===== src/rtl/qau_pkg.sv =====
// ----------------------------------------------------------------------------
// Quaternion arithmetic unit package
// Shared widths, opcodes, stage-to-stage types and the clipping function.
// ----------------------------------------------------------------------------
package qau_pkg;

    // Component format: signed Q4.12.
    localparam int COMP_W = 16;
    localparam int FRAC   = 12;
    localparam int FUNC_W = 3;

    // Derived widths.
    localparam int PROD_W = 2 * COMP_W;      // full signed product
    localparam int SUM_W  = PROD_W + 2;      // sum of four products
    localparam int SQ_W   = 2 * COMP_W - 1;  // magnitude of one square
    localparam int NORM_W = SQ_W + 2;        // sum of four squares
    localparam int LIN_W  = COMP_W + 1;      // sum or difference of two components

    // Opcodes.
    localparam logic [FUNC_W-1:0] FN_ADD   = 3'd0;
    localparam logic [FUNC_W-1:0] FN_SUB   = 3'd1;
    localparam logic [FUNC_W-1:0] FN_MUL   = 3'd2;
    localparam logic [FUNC_W-1:0] FN_SCALE = 3'd3;
    localparam logic [FUNC_W-1:0] FN_CONJ  = 3'd4;

    typedef logic signed [COMP_W-1:0] t_comp;
    typedef logic signed [PROD_W-1:0] t_prod;
    typedef logic signed [SUM_W-1:0]  t_sum;
    typedef logic signed [LIN_W-1:0]  t_lin;
    typedef logic        [SQ_W-1:0]   t_sq;
    typedef logic        [NORM_W-1:0] t_norm;

    // One input item as registered at the block boundary.
    typedef struct packed {
        logic [FUNC_W-1:0] func;
        t_comp [3:0]       a;
        t_comp [3:0]       b;
        t_comp             f;
    } t_item;

    // Products, squares and linear terms handed from the multiply stage.
    typedef struct packed {
        logic [FUNC_W-1:0] func;
        t_prod [3:0][3:0]  prod;   // prod[r][c] = a[r] * operand[c]
        t_sq   [3:0]       sq_a;
        t_sq   [3:0]       sq_b;
        t_lin  [3:0]       lin;
        logic              eq;
    } t_mid;

    // One result item.
    typedef struct packed {
        t_comp [3:0] r;
        t_norm       norm_sq;
        logic        norm_greater;
        logic        norm_less;
        logic        all_equal;
        logic        saturated;
    } t_res;

    // A component value with its clipping flag.
    typedef struct packed {
        logic  sat;
        t_comp val;
    } t_sat;

    // Clip a wide signed value to the component range.
    function automatic t_sat sat_comp(input t_sum x);
        t_sat o;
        t_sum cmax;
        t_sum cmin;
        cmax = SUM_W'($signed({1'b0, {(COMP_W-1){1'b1}}}));
        cmin = SUM_W'($signed({1'b1, {(COMP_W-1){1'b0}}}));
        if (x > cmax) begin
            o.sat = 1'b1;
            o.val = {1'b0, {(COMP_W-1){1'b1}}};
        end else if (x < cmin) begin
            o.sat = 1'b1;
            o.val = {1'b1, {(COMP_W-1){1'b0}}};
        end else begin
            o.sat = 1'b0;
            o.val = x[COMP_W-1:0];
        end
        return o;
    endfunction

endpackage


===== src/rtl/qau_fin_stage.sv =====
// ----------------------------------------------------------------------------
// Quaternion arithmetic unit: finish stage
// Sums the products, shifts and clips the components, adds up both norms and
// compares them, and registers the result item.
// ----------------------------------------------------------------------------
module qau_fin_stage
    import qau_pkg::*;
(
    input  logic i_clk,
    input  logic i_rst_n,
    input  logic i_valid,
    input  t_mid i_mid,
    output logic o_valid,
    output t_res o_res
);

    logic r_valid;
    t_res r_res;
    t_res n_res;
    t_sum [3:0] hsum;
    t_sat [3:0] cl;
    t_norm norm_a;
    t_norm norm_b;

    function automatic t_sum ext(input t_prod p);
        return SUM_W'(p);
    endfunction

    // Hamilton product sums, one per component.
    always_comb begin
        hsum[0] = ext(i_mid.prod[0][0]) - ext(i_mid.prod[1][1])
                - ext(i_mid.prod[2][2]) - ext(i_mid.prod[3][3]);
        hsum[1] = ext(i_mid.prod[0][1]) + ext(i_mid.prod[1][0])
                + ext(i_mid.prod[2][3]) - ext(i_mid.prod[3][2]);
        hsum[2] = ext(i_mid.prod[0][2]) - ext(i_mid.prod[1][3])
                + ext(i_mid.prod[2][0]) + ext(i_mid.prod[3][1]);
        hsum[3] = ext(i_mid.prod[0][3]) + ext(i_mid.prod[1][2])
                - ext(i_mid.prod[2][1]) + ext(i_mid.prod[3][0]);
    end

    // Component selection and clipping; the shift rounds toward minus infinity.
    always_comb begin
        for (int i = 0; i < 4; i++) begin
            case (i_mid.func) inside
                FN_ADD, FN_SUB, FN_CONJ: cl[i] = sat_comp(SUM_W'(i_mid.lin[i]));
                FN_MUL:   cl[i] = sat_comp(hsum[i] >>> FRAC);
                FN_SCALE: cl[i] = sat_comp(ext(i_mid.prod[i][i]) >>> FRAC);
                default:  cl[i] = '0;
            endcase
        end
    end

    // Norms of both quaternions and their comparison.
    always_comb begin
        norm_a = NORM_W'(i_mid.sq_a[0]) + NORM_W'(i_mid.sq_a[1])
               + NORM_W'(i_mid.sq_a[2]) + NORM_W'(i_mid.sq_a[3]);
        norm_b = NORM_W'(i_mid.sq_b[0]) + NORM_W'(i_mid.sq_b[1])
               + NORM_W'(i_mid.sq_b[2]) + NORM_W'(i_mid.sq_b[3]);
        for (int i = 0; i < 4; i++) begin
            n_res.r[i] = cl[i].val;
        end
        n_res.norm_sq      = norm_a;
        n_res.norm_greater = (norm_a > norm_b);
        n_res.norm_less    = (norm_a < norm_b);
        n_res.all_equal    = i_mid.eq;
        n_res.saturated    = cl[0].sat | cl[1].sat | cl[2].sat | cl[3].sat;
    end

    always_ff @(posedge i_clk) begin
        if (!i_rst_n) begin
            r_valid <= 1'b0;
        end else begin
            r_valid <= i_valid;
        end
    end

    always_ff @(posedge i_clk) begin
        r_res <= n_res;
    end

    assign o_valid = r_valid;
    assign o_res   = r_res;

endmodule


===== config.mk =====
export PLATFORM = sky130hd
export DESIGN_NAME = qau_fin_stage
export DESIGN_NICKNAME = d
export VERILOG_FILES = /design/src/rtl/qau_pkg.sv /design/src/rtl/qau_fin_stage.sv
export SDC_FILE = /design/constraint.sdc
export NUM_CORES = 1
export LEC_CHECK = 0
export BUFFER_PORTS_ARGS = -buffer_cell sky130_fd_sc_hd__buf_2
export CORE_AREA = 10 10 361 363
export CTS_CLUSTER_SIZE = 20
export DETAILED_ROUTE_END_ITERATION = 10
export DIE_AREA = 0 0 371 373
export PLACE_DENSITY = 0.5
export SETUP_SLACK_MARGIN = 0.5
export SYNTH_ARGS = -nofsm -noshare
export SYNTH_HDL_FRONTEND = slang
export SYNTH_SLANG_ARGS = --single-unit

===== constraint.sdc =====
create_clock -name i_clk -period 11.58 [get_ports i_clk]
set_input_delay 2.316 -clock i_clk [delete_from_list [all_inputs] [get_ports i_clk]]
set_output_delay 2.316 -clock i_clk [all_outputs]
set_load 0.05 [all_outputs]

==> results of run 1 <==
metrics by stage:
stage	setup slack [ns]	area, µm²	hold slack (ns)	total power, mW	instances
floorplan	4.38	23200	2.34	3.45	2722
global placement	3.52	29800	2.42	4.84	5262
detailed placement	3.60	29800	2.42	4.86	5262
CTS	4.02	30100	1.97	5.25	5278
global route	3.64	30100	1.99	5.67	5284
finish	3.97	30100	2.01	5.15	5287
cells in the final DEF (no fill, tap or decap), types with 75 or more instances in the layout:
cell / instances
buf_2: 936
inv_1: 700
fa_1: 376
ha_1: 231
o21ai_0: 168
a21oi_1: 157
nor2_1: 126
dfxtp_1: 102
nand2_1: 84
a21o_1: 79
xnor2_1: 75
cell families after synthesis:
group                      synth area share
buffers and inverters                 0.123
xor gates and xnor gates             0.0453
muxes                              0.000862
adders and majority gates             0.449
DFF                                  0.0880
AOI/OAI and AO/OA                     0.193
and+or+nand+nor                       0.102
layer usage:
| metal | part of all wire | wire [µm] |
|---|---|---|
| met1 | 0.42 | 47100 |
| met2 | 0.49 | 54900 |
| met3 | 0.072 | 8130 |
| met4 | 0.022 | 2450 |
| met5 | 0.00073 | 82 |
sequential cells by signal, indices dropped and copies added (netlist names):
| signal | cells |
|---|---|
| o_res | 101 |
| o_valid | 1 |
worst max path at each step:
| stage | start | endpoint | slack [ns] | depth (start not counted) |
|---|---|---|---|---|
| CTS | i_mid[415] | o_res[94] | 4.02 | 17 |
| global placement | i_mid[415] | o_res[94] | 3.52 | 17 |
| finish | i_mid[70] | o_res[3] | 3.97 | 24 |
| detailed placement | i_mid[415] | o_res[96] | 3.60 | 17 |
| floorplan | i_mid[70] | o_res[3] | 4.38 | 23 |
| global route | i_mid[70] | o_res[3] | 3.64 | 24 |
layout make-up:
type / count / share of cell area
repair buffers: 948 / 0.158
diodes: 9 / 0.000747
inverters: 700 / 0.0872
clock inverters: 6 / 0.00170
flip-flops and latches: 102 / 0.0678
well taps: 1637 / 0.0680
clock buffers: 10 / 0.00760
multi-input cells: 1875 / 0.609
power by group through the flow:
stage,Clock [mW],Combinational [mW],Sequential (mW)
global route,0.373,4.79,0.501
CTS,0.367,4.39,0.493
finish,0.345,4.32,0.492
floorplan,0,2.56,0.886
global placement,0,4.34,0.500
detailed placement,0,4.36,0.500
==> flow_summary.yaml, run 1 <==
global_route:
  use_met2: 0.267
  antenna_found_initial: 23
  grt-ovfl-total: 0
  use_met1: 0.200
  met3_usage: 0.0330
  grt.total_usage: 0.157
  first_global_vias: 23900
  grt.busiest_layer: "met2"
  grt_pass1_wl_mm: 159
  grt_max_degree: 48
place:
  dpl.hpwl_mm: 105
  port_buffers: 936
  routabilityCongestion: 0.944
sta:
  finalCritPeriodShare: 0.657
  max_slew_margin: 0.131
  maxSlewViolCount: 0
  min_period_ns: 7.61
  setup_violations: 0
  fmax_mhz: 131
  hold_viol_final: 0
  finalSetupTns_ns: 0
  rsz0062_at_grt: "no"
  tightest_slew_ns: 1.30
setup_path:
  crit_chain: "buf_2 -> inv_1 -> fa_1 -> fa_1 -> inv_1 -> ha_1 -> fa_1 -> a21o_1 -> a21oi_1 -> o21bai_1 -> a211o_1 -> a21oi_1 -> a2111oi_0 -> o211ai_1 -> a21oi_1 -> o21ai_0 -> or4b_2 -> o311a_1 -> ha_1 -> nand4_1 -> nor2_1 -> nand2_1 -> o221a_2 -> nor2_1"
  max_stage_delay_ns: 0.62
  arrival_ns: 7.98
  slowest_stage: "or4b_2"
  path_class: "input port to flip-flop"
  path_buf_inv: 3
  endpoint_kind: "flip-flop"
  path_delay_family: "compound AO/OA/AOI/OAI gates"
  path_max_fanout: 3
  startpoint_type: "input port"
  worstPathRequired_ns: 11.95
synthesis:
  syn_avg_cell_area_um2: 8.53
  synthTopCellsByArea: "fa_1 (32%), ha_1 (12%), inv_1 (11%), dfxtp_1 (8.8%), o21ai_0 (3.6%)"
  synth-edff-count: 0
  syn-num-nets: 4164
  synth_area_um2: 23200
  yosys_warnings: 0
  ys_seq_area_frac: 0.0880
  ys_top_cells_by_count: "inv_1 (700), fa_1 (376), ha_1 (231)"
  synth_top_area_frac: 0.324
  synthFlopType: "dfxtp_1"
  synth_cell_type_count: 88
  ys_seq_elements: 102
  yosysMostFrequentCell: "inv_1"
  synthCells: 2722
  async_reset_ff_frac: 0
  synth_largest_area_cell: "fa_1"
drt:
  routed-via-count: 22600
  dr.pass1.iters: 8
  wl_per_cell_um: 21.3
  totalWireLength_mm: 113
  drtIter0Drc: 1475
  vias_per_cell: 4.27
  ant_nets: 0
  drc: 0
power:
  p_clk_frac: 0.067
  peakVddDrop_mv: 0.0771
  power_frac_comb: 0.837
  p_leak_nw: 15.9
  intPower_mw: 2.21
  p_switching_mw: 2.94
  p_seq_frac: 0.096
  switching_share: 0.571
  power_density_nw_per_um2: 171
floorplan:
  initial_core_util: 0.189
  rows: 129
  die_h_um: 373
  die_area_um2: 138000
  die_w_um: 371
  io_pins: 937
  fp.coreArea_um2: 123000
clock_tree:
  cts_tree: "built"
  ctsHoldBuffers: 0
  cts_sinks: 102
  post-cts-setup-buffer-count: 0
  root_buffer: "clkbuf_16"
  htreeDepth: 3
  ctsResizeCount: 0
  clk_pin_slew_worst_paths_ns: 0.11
  cts_made_buffers: 9
  max-clock-path-buffers: 2
final_layout:
  fin_util: 0.245
  drive_gt1_frac: 0.275
  area_growth_pct: 29.8
  fillerInstances: 13700
  seqCellArea_um2: 2040
  final_nets: 5078
  multi_input_area_um2: 18300
worst_hold_path:
  holdCritPathClass: "input port to flip-flop"
  hold_depth: 1
  min_to: "o_res[1]"
  min_from: "i_mid[0]"
job:
  max_cap_viol_count: 0
status:
  outcome: "complete, no violations"
No activity file was read; power rests on OpenSTA's default activity.
==> inputs of run 2 (changes only) <==
Settings changed: CORE_AREA 10 10 361 363 to 10 10 354 356, DIE_AREA 0 0 371 373 to 0 0 364 366, PLACE_DENSITY 0.5 to 0.51.
Clock period 11.58 ns to 7 ns, I/O delays scaled along.
==> run 2 against run 1 <==
Sequential share of layout area about the same; utilization up 1.3 points; total power up 70%; flip-flop and latch count unchanged; critical endpoint unchanged; largest cell class unchanged.
==> flow_summary.yaml, run 2 (synthesis gave the netlist of run 1 again) <==
worst_hold_path:
  min_to: "o_res[1]"
  min_from: "i_mid[0]"
  hold_depth: 1
  holdCritPathClass: "input port to flip-flop"
final_layout:
  area_growth_pct: 30.7
  final_nets: 5102
  seqCellArea_um2: 2040
  most-common-layout-cells: "buf_2 (936), inv_1 (700), fa_1 (376), ha_1 (231), o21ai_0 (165)"
  fillerInstances: 13100
  multi_input_area_um2: 18400
  final_common_cell: "buf_2"
  largest_register_ffs: 101
  drive_gt1_frac: 0.283
drt:
  ant_nets: 0
  drc: 0
  routed-via-count: 22700
  wl_per_cell_um: 21.4
  drtIter0Drc: 1429
  totalWireLength_mm: 112
  dr.pass1.iters: 5
  vias_per_cell: 4.33
clock_tree:
  cts_sinks: 102
  cts_tree: "built"
  ctsHoldBuffers: 0
  cts_made_buffers: 9
  root_buffer: "clkbuf_16"
  max-clock-path-buffers: 2
  clk_pin_slew_worst_paths_ns: 0.11
  htreeDepth: 3
global_route:
  grt_max_degree: 26
  grt_pass1_wl_mm: 158
  first_global_vias: 24100
  antenna_found_initial: 39
  grt-ovfl-total: 0
  grt.total_usage: 0.161
setup_path:
  endpoint_kind: "flip-flop"
  path_class: "input port to flip-flop"
  crit_chain: "buf_2 -> inv_1 -> fa_1 -> fa_1 -> inv_1 -> ha_1 -> fa_1 -> a21o_1 -> a21oi_2 -> o21bai_1 -> a211o_1 -> a21oi_2 -> a2111oi_2 -> o211ai_1 -> a21oi_2 -> o21ai_2 -> or4b_2 -> o311a_1 -> ha_1 -> nand4_1 -> nor2_1 -> nand2_1 -> o221a_2 -> nor2_1"
  slowest_stage: "or4b_2"
  startpoint_type: "input port"
  path_max_fanout: 3
  worstPathRequired_ns: 7.37
  arrival_ns: 6.59
  max_stage_delay_ns: 0.61
place:
  port_buffers: 936
  routabilityCongestion: 0.935
  dpl.hpwl_mm: 103
sta:
  finalSetupTns_ns: 0
  hold_viol_final: 0
  fmax_mhz: 161
  tightest_slew_ns: 1.31
  maxSlewViolCount: 0
  min_period_ns: 6.21
  rsz0062_at_grt: "no"
  hold_ws_ns: 1.09
  setup_violations: 0
  finalCritPeriodShare: 0.887
  max_slew_margin: 0.126
power:
  power_density_nw_per_um2: 289
  power_frac_comb: 0.834
  intPower_mw: 3.80
  p_switching_mw: 4.95
  p_leak_nw: 16.1
  p_seq_frac: 0.094
  switching_share: 0.566
  p_clk_frac: 0.072
  peakVddDrop_mv: 0.138
job:
  max_cap_viol_count: 0
floorplan:
  initial_core_util: 0.197
  rows: 126
  die_w_um: 364
  die_h_um: 366
  io_pins: 937
  fp.coreArea_um2: 118000
  die_area_um2: 133000
status:
  outcome: "complete, no violations"
==> run 2: cell types whose count changed in the layout (fill, tap and decap cells not counted), sizes merged <==
cell    previous run  this run
inv              704       703
buf              948       972
bufinv             0         1
diode              9        28
clkbuf            10         9
clkinv             2         3
==> run 2: how the worst max path moves through the flow <==
stage          depth (start not counted)  slack, ns  endpoint  startpoint
2_1_floorplan                         23       0.72  o_res[3]   i_mid[70]
3_3_place_gp                          24       0.07  o_res[3]   i_mid[70]
3_5_place_dp                          24       0.07  o_res[3]   i_mid[70]
4_1_cts                               24       0.56  o_res[3]   i_mid[70]
5_1_grt                               24       0.46  o_res[3]   i_mid[70]
6_report                              24       0.79  o_res[3]   i_mid[70]
==> run 2: area by class of cell <==
cell class / count / area share
multi-input combinational: 1875 / 0.606
antenna: 28 / 0.00231
clock inverter: 7 / 0.00293
timing repair buffer: 972 / 0.164
sequential: 102 / 0.0673
tap: 1536 / 0.0634
inverter: 700 / 0.0866
clock buffer: 9 / 0.00743
==> run 2: metal layers <==
metal / track usage / vias up / part of all wire / wire length (µm)
li1: - / 10800 / - / -
met1: 0.196 / 11000 / 0.41 / 45500
met2: 0.277 / 748 / 0.49 / 55300
met3: 0.0421 / 89 / 0.077 / 8580
met4: 0.0487 / 12 / 0.020 / 2250
met5: 0 / - / 0.00081 / 91
==> run 2: critical path, delay by kind of cell <==
family,cells,cell delay (ns)
compound gates,11,2.11
fa+ha+maj,5,1.93
buf+inv,3,0.15
simple gates,5,0.97
==> run 2: through the flow <==
stage          instances  power [mW]  utilization  setup WS (ns)  instance area [µm²]
3_3_place_gp        5184        8.13        0.254         0.0719                29900
4_1_cts             5200        8.85        0.256          0.561                30200
6_report            5229        8.76        0.258          0.788                30300
2_1_floorplan       2722        5.70            -          0.721                23200
3_5_place_dp        5184        8.14        0.254         0.0750                29900
5_1_grt             5217        9.63        0.257          0.464                30300
==> run 2: repair_timing <==
item,CTS,global route
endpoints found under the setup margin,0,2
setup buffers,0,1
gates resized for setup,0,16
==> run 2: power by group through the flow <==
stage	combinational [mW]	clock [mW]	sequential [mW]
6_report	7.31	0.628	0.822
5_1_grt	8.12	0.674	0.839
4_1_cts	7.36	0.667	0.823
3_5_place_dp	7.31	0	0.834
3_3_place_gp	7.29	0	0.835
2_1_floorplan	4.24	0	1.46
==> inputs of run 3 (changes only) <==
--- a/config.mk
+++ b/config.mk
@@ -7,8 +7,8 @@
 export LEC_CHECK = 0
-export BUFFER_PORTS_ARGS = -buffer_cell sky130_fd_sc_hd__buf_2
-export CORE_AREA = 10 10 354 356
+export CORE_AREA = 10 10 358 360
 export CTS_CLUSTER_SIZE = 20
 export DETAILED_ROUTE_END_ITERATION = 10
-export DIE_AREA = 0 0 364 366
-export PLACE_DENSITY = 0.51
+export DIE_AREA = 0 0 368 370
+export DONT_BUFFER_PORTS = 1
+export PLACE_DENSITY = 0.44
 export SETUP_SLACK_MARGIN = 0.5
==> constraint.sdc (replaced) <==
create_clock -name i_clk -period 7 [get_ports i_clk]
set_input_delay 0.7 -clock i_clk [delete_from_list [all_inputs] [get_ports i_clk]]
set_output_delay 0.7 -clock i_clk [all_outputs]
set_load 0.05 [all_outputs]
==> run 3 against run 2 <==
Global-route usage is 1.8 points lower; combinational power is 18% lower; count of clock-buffer cells in the layout stayed put; non-clock buffer count is 955 lower; die area is 2.2% higher; clock power is 7.5% lower.
==> flow_summary.yaml, run 3 (synthesis gave the netlist of run 1 again) <==
sta:
  hold_viol_final: 0
  max_slew_margin: 0.123
  fmax_mhz: 173
  tightest_slew_ns: 1.32
  rsz0062_at_grt: "no"
  maxSlewViolCount: 0
  setup_violations: 0
  finalCritPeriodShare: 0.826
  finalSetupTns_ns: 0
  min_period_ns: 5.78
setup_path:
  path_max_fanout: 3
  slowest_stage: "or4b_2"
  critPathLaunch: "i_mid[70]"
  endpoint_kind: "flip-flop"
  arrival_ns: 6.18
  path_class: "input port to flip-flop"
  max_stage_delay_ns: 0.60
  worstPathRequired_ns: 7.39
  path_delay_family: "compound AO/OA/AOI/OAI gates"
  startpoint_type: "input port"
  crit_chain: "inv_1 -> fa_1 -> fa_1 -> inv_1 -> ha_1 -> fa_1 -> a21o_1 -> a21oi_1 -> o21bai_1 -> a211o_1 -> a21oi_1 -> a2111oi_0 -> o211ai_1 -> a21oi_1 -> o21ai_0 -> or4b_2 -> o311a_1 -> ha_1 -> nand4_1 -> nor2_1 -> nand2_1 -> o221a_2 -> nor2_1"
  path_buf_inv: 2
clock_tree:
  cts_tree: "built"
  max-clock-path-buffers: 2
  htreeDepth: 3
  post-cts-setup-buffer-count: 0
  ctsHoldBuffers: 0
  cts_sinks: 102
  root_buffer: "clkbuf_16"
  ctsResizeCount: 0
  cts_made_buffers: 9
  clk_pin_slew_worst_paths_ns: 0.11
drt:
  ant_nets: 0
  routed-via-count: 19100
  drtIter0Drc: 1365
  dr.pass1.iters: 5
  drc: 0
  wl_per_cell_um: 23.5
  totalWireLength_mm: 102
  vias_per_cell: 4.39
floorplan:
  initial_core_util: 0.192
  rows: 128
  die_h_um: 370
  die_w_um: 368
  die_area_um2: 136000
  io_pins: 937
  fp.coreArea_um2: 121000
power:
  power_frac_comb: 0.736
  p_seq_frac: 0.192
  p_switching_mw: 4.74
  peakVddDrop_mv: 0.128
  p_leak_nw: 12.2
  intPower_mw: 3.40
  finalPower_mw: 8.14
  power_density_nw_per_um2: 319
  switching_share: 0.583
  p_clk_frac: 0.071
final_layout:
  final_nets: 4147
  drive_gt1_frac: 0.0266
  most-common-layout-cells: "inv_1 (700), fa_1 (376), ha_1 (231), o21ai_0 (168), a21oi_1 (157)"
  seqCellArea_um2: 2040
  area_growth_pct: 9.76
  final_common_cell: "inv_1"
  fillerInstances: 13600
  multi_input_area_um2: 18300
  largest_register_ffs: 101
  fin_util: 0.210
worst_hold_path:
  hold_depth: 0
  min_to: "o_res[1]"
  holdCritPathClass: "input port to flip-flop"
  min_from: "i_mid[0]"
global_route:
  grt.total_usage: 0.144
  first_global_vias: 19900
  antenna_found_initial: 18
  grt-ovfl-total: 0
  grt_max_degree: 30
  grt_pass1_wl_mm: 142
place:
  port_buffers: 0
  dpl.hpwl_mm: 94.7
  routabilityCongestion: 0.912
job:
  max_cap_viol_count: 0
status:
  outcome: "complete, no violations"
## run 3: cell type report
| class | count | area share |
|---|---|---|
| Inverter | 700 | 0.103 |
| Clock buffer | 9 | 0.00884 |
| Timing Repair Buffer | 17 | 0.00516 |
| Sequential cell | 102 | 0.0801 |
| Antenna cell | 12 | 0.00118 |
| Tap cell | 1625 | 0.0798 |
| Multi-Input combinational cell | 1875 | 0.720 |
| Clock inverter | 6 | 0.00216 |
## run 3: per-stage QoR
stage,instance area (µm²),hold WS (ns),instances,setup slack [ns]
final,25500,0.283,4346,1.22
after global placement,25200,0.728,4318,0.781
after floorplan,23200,0.728,2722,1.42
after CTS,25400,0.235,4333,1.28
after detailed placement,25200,0.728,4318,0.778
after global routing,25500,0.250,4336,0.806
## run 3: worst max path at each step
stage	end	slack, ns	cells past startpoint
floorplan	o_res[3]	1.42	23
global placement	o_res[3]	0.78	23
detailed placement	o_res[3]	0.78	23
CTS	o_res[3]	1.28	23
global route	o_res[3]	0.81	23
finish	o_res[3]	1.22	23
## run 3: power by group through the flow
stage | clock [mW] | sequential [mW] | combinational, mW
after global placement | 0 | 1.60 | 6.04
after CTS | 0.625 | 1.58 | 6.10
final | 0.581 | 1.57 | 5.99
after global routing | 0.633 | 1.57 | 6.75
after floorplan | 0 | 1.46 | 4.24
after detailed placement | 0 | 1.59 | 6.05
## run 3: metal layers
metal,vias to the layer above,part of all wire,global-route usage
li1,8893,-,-
met1,9431,0.41,0.180
met2,699,0.49,0.246
met3,57,0.084,0.0416
met4,14,0.0094,0.0222
met5,-,0.00088,0
